==> src/rtl/tpd_pkg.sv <==
// Shared constants, types and state encoding for the tolerance point dedup block.
`default_nettype none
package tpd_pkg;

    localparam int COORD_BITS  = 24;
    localparam int MAX_KEPT    = 1024;
    localparam int KEPT_IDX_W  = $clog2(MAX_KEPT);
    localparam int KEPT_CNT_W  = $clog2(MAX_KEPT + 1);
    localparam int POINT_W     = 3 * COORD_BITS;
    localparam int TOL_W       = 23;
    localparam int STAT_W      = 20;
    localparam logic [STAT_W-1:0] STAT_MAX = {STAT_W{1'b1}};

    localparam int DIFF_W      = COORD_BITS + 1;
    localparam int SQ_W        = 2 * DIFF_W;
    localparam int SUM_W       = SQ_W + 2;
    localparam int TOLSQ_W     = 2 * TOL_W;

    localparam int IN_TDATA_W  = ((POINT_W + 7) / 8) * 8;
    localparam int OUT_BITS    = POINT_W + 2 * STAT_W;
    localparam int OUT_TDATA_W = ((OUT_BITS + 7) / 8) * 8;
    localparam int OUT_TUSER_W = 2;

    typedef enum logic [1:0] {
        ST_IDLE,
        ST_SCAN,
        ST_WAIT,
        ST_FINISH
    } tpd_state_t;

    typedef struct packed {
        logic load;
        logic issue;
        logic commit;
    } tpd_cmd_t;

    typedef struct packed {
        logic tol_zero;
        logic store_empty;
        logic last_issue;
        logic hit;
        logic busy;
        logic out_free;
    } tpd_status_t;

endpackage
`default_nettype wire

==> src/rtl/tpd_ctrl.sv <==
// Controller state machine: sequences load, store scan and result commit.
`default_nettype none
module tpd_ctrl (
    input  wire logic                 clk,
    input  wire logic                 rst_n,
    input  wire logic                 in_valid,
    output logic                      in_ready,
    input  wire tpd_pkg::tpd_status_t status,
    output tpd_pkg::tpd_cmd_t         cmd
);

    tpd_pkg::tpd_state_t state_reg;
    tpd_pkg::tpd_state_t state_next;

    always_ff @(posedge clk or negedge rst_n)
    begin
        if (!rst_n)
        begin
            state_reg <= tpd_pkg::ST_IDLE;
        end
        else
        begin
            state_reg <= state_next;
        end
    end

    always_comb
    begin
        state_next = state_reg;
        in_ready   = 1'b0;
        cmd        = '0;
        case (state_reg)
            tpd_pkg::ST_IDLE:
            begin
                in_ready = 1'b1;
                if (in_valid)
                begin
                    cmd.load = 1'b1;
                    if (status.tol_zero || status.store_empty)
                    begin
                        state_next = tpd_pkg::ST_FINISH;
                    end
                    else
                    begin
                        state_next = tpd_pkg::ST_SCAN;
                    end
                end
            end
            tpd_pkg::ST_SCAN:
            begin
                if (status.hit)
                begin
                    state_next = tpd_pkg::ST_FINISH;
                end
                else
                begin
                    cmd.issue = 1'b1;
                    if (status.last_issue)
                    begin
                        state_next = tpd_pkg::ST_WAIT;
                    end
                end
            end
            tpd_pkg::ST_WAIT:
            begin
                // compare pipe drains; a hit or an empty pipe settles the point
                if (status.hit || !status.busy)
                begin
                    state_next = tpd_pkg::ST_FINISH;
                end
            end
            tpd_pkg::ST_FINISH:
            begin
                if (status.out_free)
                begin
                    cmd.commit = 1'b1;
                    state_next = tpd_pkg::ST_IDLE;
                end
            end
            default:
            begin
                state_next = tpd_pkg::ST_IDLE;
            end
        endcase
    end

endmodule
`default_nettype wire

==> config.mk <==
export PLATFORM = sky130hd
export DESIGN_NAME = tpd_ctrl
export DESIGN_NICKNAME = d
export VERILOG_FILES = /design/src/rtl/tpd_pkg.sv /design/src/rtl/tpd_ctrl.sv
export SDC_FILE = /design/constraint.sdc
export NUM_CORES = 1
export LEC_CHECK = 0
export BUFFER_PORTS_ARGS = -buffer_cell sky130_fd_sc_hd__buf_2
export CAP_MARGIN = 25
export CORE_AREA = 2 2 39 41
export CTS_BUF_LIST = sky130_fd_sc_hd__clkbuf_16
export CTS_CLUSTER_DIAMETER = 150
export CTS_CLUSTER_SIZE = 14
export DETAILED_ROUTE_END_ITERATION = 8
export DIE_AREA = 0 0 41 43
export GPL_TIMING_DRIVEN = 0
export SYNTH_ARGS = -nofsm -noshare
export SYNTH_HDL_FRONTEND = slang
export SYNTH_SLANG_ARGS = --single-unit
==> constraint.sdc <==
create_clock -name clk -period 3.7 [get_ports clk]
set_input_delay 0.185 -clock clk [delete_from_list [all_inputs] [get_ports clk]]
set_output_delay 0.185 -clock clk [all_outputs]
set_load 0.02 [all_outputs]
Yosys cells after proc, flatten, opt, wreduce, memory -nomap -nowiden --
Index checks and enable logic that the tools add are counted.
Cells by class: reductions and logical operators 5, muxes and demuxes 14, eq/ne operators 7
Operators by type and width (number):
- 2-bit two-way mux | 6
- 2-bit case mux with 4 select lines | 1
- 1-bit two-way mux | 7
- 2-bit inequality test (second input constant) | 3
- 2-bit equality test (second input constant) | 2
- 4-bit AND reduction | 1
- 3-bit inequality test (second input constant) | 1
- 2-bit by 1-bit equality test with 1-bit output (second input constant) | 1
- 2-bit zero test | 1
- 1-bit logical OR | 2
- 1-bit zero test | 1
Storage, ports and cells: register bits after elaboration 2, input bits 9, logic and storage cells 27, output and inout port bits 4

Depth between registers and ports, before layout --
depth in word-level cells 4, mapped depth 6, depth with buffers taken out 6

Least setup slack after synthesis --
Ideal clock, no wire load.
path type reg2reg, from register state_reg[1], to register state_reg[0], data required time 3617 ps, cell stages (with the launch flop) 7, arrival 1609 ps, setup time 83 ps, path slack 2008 ps, buffers on the path 0, clock period less this slack 1692 ps, cell sequence dfrtp_1 > inv_1 > ha_1 > and2_1 > a21oi_1 > or4_1 > o21ai_0
On the way: word-level cells in the longest chain between the ends 3, elaborated cells between the ends (all ways) 10, classes of those cells eq/ne (7); mux (1); reduce/logical (2)
RTL lines:
- start, declared | line tpd_ctrl.sv:12 | tpd_pkg::tpd_state_t state_reg;
- start signal, assigned | line tpd_ctrl.sv:19 | state_reg <= tpd_pkg::ST_IDLE;
- start signal, assigned | line tpd_ctrl.sv:23 | state_reg <= state_next;
- 2-bit by 1-bit equality test with 1-bit output, or another cell as far along | line tpd_ctrl.sv:32 | case (state_reg)
- 3-bit inequality test (no line) / 2-bit inequality test (equally long branches)
- 4-bit AND reduction (no line)
Several ways; a longest one is shown, not always the timed one. A chain may end at the register's enable or synchronous reset.

Worst setup path in the final report --
Ends and elaborated chain as after synthesis.

==> results.json <==
{
  "min_path_type": "primary input to async pin",
  "synth_edf_count": 0,
  "tns_ps": 0,
  "fill_cells": 155,
  "final-setup-viol-count": 0,
  "slew_headroom": 0.790,
  "fmax_ghz": 0.645,
  "clockBufferDepth": 2,
  "nNetsFinal": 58,
  "post-synth-top-count-cell": "ha_1",
  "maxCapViolations": 0,
  "ff_latch_area_um2": 50.0,
  "drt_pre_antenna_iters": 4,
  "yosys_warnings": 0,
  "clk_latency_ps": 220,
  "fin_skew_ps": 0.838,
  "cts_tree": "yes",
  "synth_top_area_frac": 0.278,
  "critPathKind": "flip-flop to flip-flop",
  "start_kind": "flip-flop",
  "grt_pass1_vias": 187,
  "crit_required_ps": 3820,
  "syn_area_um2": 225,
  "power.leakage_nw": 0.207,
  "yosysSeqAreaShare": 0.222,
  "drcViolationCount": 0,
  "ys_types": 17,
  "drive_above_1_share": 0.381,
  "outcome": "complete, no violations",
  "cts_sinks": 2,
  "whs_ps": 294,
  "die_area_um2": 1760,
  "largest_register_ffs": 2,
  "grt_pass1_wl_um": 717,
  "num_rows": 14,
  "overflow": 0,
  "die_h_um": 43,
  "finalPower_w": 0.000340,
  "syn_nets": 40,
  "port-buffer-count": 12,
  "via_per_inst": 3.84,
  "antenna_left": 0,
  "num_io_pins": 13,
  "synth_ff_type": "dfrtp_1",
  "ir_drop_mv": 0.370,
  "syn_avg_cell_area_um2": 8.66,
  "antenna_found_initial": 0,
  "powerDensity_nw_per_um2": 870,
  "post_cts_buffers": 0,
  "wire_per_inst_um": 8.21,
  "routed_wl_um": 476,
  "cts_made_buffers": 3,
  "finalHoldViolations": 0,
  "path_clk_slew_ps": 30,
  "tightestPinTransition_ps": 307,
  "rsz0062_at_grt": "no",
  "clock-root-buffer": "clkbuf_16",
  "place.gp.congestion": 0.758,
  "die_x_um": 41,
  "ys_async_sr_fraction": 1.00,
  "antenna_cells": 0,
  "hpwl_um": 411,
  "postSynthCellCount": 26,
  "multiInputGateArea_um2": 164,
  "grtUsageTotal": 0.0631,
  "cts_resized": 0,
  "grt_max_degree": 6,
  "synthTopCellsByArea": "ha_1, dfrtp_1, and2_1",
  "core_area_um2": 1380,
  "fin_crit_ps": 1550,
  "htree_levels": 1,
  "drv_slew": 0,
  "cp_max_fo": 5,
  "ys_seq_elements": 2,
  "synth_common_cells": "ha_1, inv_1, and2_1, dfrtp_1, o21ai_0",
  "via_count": 223,
  "cp.arrival_ps": 1670,
  "critPathCaptureType": "flip-flop",
  "yosysTopAreaCell": "ha_1",
  "fin_crit_sh": 0.419,
  "start_util": 0.163,
  "drt_iter0_drc": 6,
  "synthToLayoutAreaGrowth_pct": 73.3
}
==> critical path, cell delays in order, from the launching register on <==
cell,delay [ps]
dfrtp_1,400
inv_1,130
ha_1,230
and2_1,160
a21oi_1,40
or4_1,380
o21ai_0,100
==> per-stage QoR <==
stage	area (um2)	utilization	cells	setup WS, ps
after floorplan	225	-	26	2010
after global placement	305	0.221	54	2180
after detailed placement	305	0.221	54	2140
after CTS	390	0.282	58	2130
after global routing	390	0.282	58	2000
final	390	0.282	58	2150
==> placed cells by master (no fill, tap or decap), drive strengths merged <==
cell | Yosys | final
a2111oi | 1 | 1
a21oi | 2 | 2
and2 | 2 | 2
and2b | 1 | 1
buf | 0 | 12
clkbuf | 0 | 3
dfrtp | 2 | 2
dlygate4sd3 | 0 | 1
ha | 5 | 5
inv | 3 | 3
mux2i | 1 | 1
nand2 | 1 | 1
nand2b | 1 | 1
nor2 | 1 | 1
nor2b | 1 | 1
nor3 | 1 | 1
o21ai | 2 | 2
or3 | 1 | 1
or4 | 1 | 1
==> worst paths after layout <==
check,start,end,slack [ps],cells after the start
setup / recovery,state_reg[1],state_reg[0],2150,6
hold / removal,rst_n,state_reg[0],290,2
setup reg to reg,state_reg[1],state_reg[0],2150,6
hold reg to reg,state_reg[1],state_reg[1],670,2
max in group asynchronous,rst_n,state_reg[1],3310,2
min in group clk,status[5],state_reg[1],370,4
==> final cells by class <==
cell class	count	area share
Timing Repair Buffer	13	0.179
Inverter	3	0.0288
Clock buffer	3	0.192
Multi-Input combinational cell	21	0.420
Tap cell	16	0.0513
Sequential cell	2	0.128
==> report_power, final <==
| group | switching (W) | internal [W] |
|---|---|---|
| Sequential | 0.0000132 | 0.0000342 |
| Clock | 0.0000217 | 0.000137 |
| Combinational | 0.0000767 | 0.0000565 |
==> metal layers <==
metal / global-route usage / wire length (um)
met1: 0.0799 / 223
met2: 0.0813 / 210
met3: 0.0314 / 42
met4: 0.0400 / 0
met5: 0 / 0
==> timing repair <==
item | in CTS | in global routing
setup endpoints to repair | 0 | 0
hold buffers | 1 | 0
endpoints found under the hold margin | 2 | 0
==> logic make-up after synthesis <==
group | Yosys count | share of synthesized area
mux | 1 | 0.0444
compound gates | 5 | 0.144
simple gates | 10 | 0.261
fa+ha+maj | 5 | 0.278
buf+inv | 3 | 0.0500
flops | 2 | 0.222
Power figures use the tool's default switching activity.
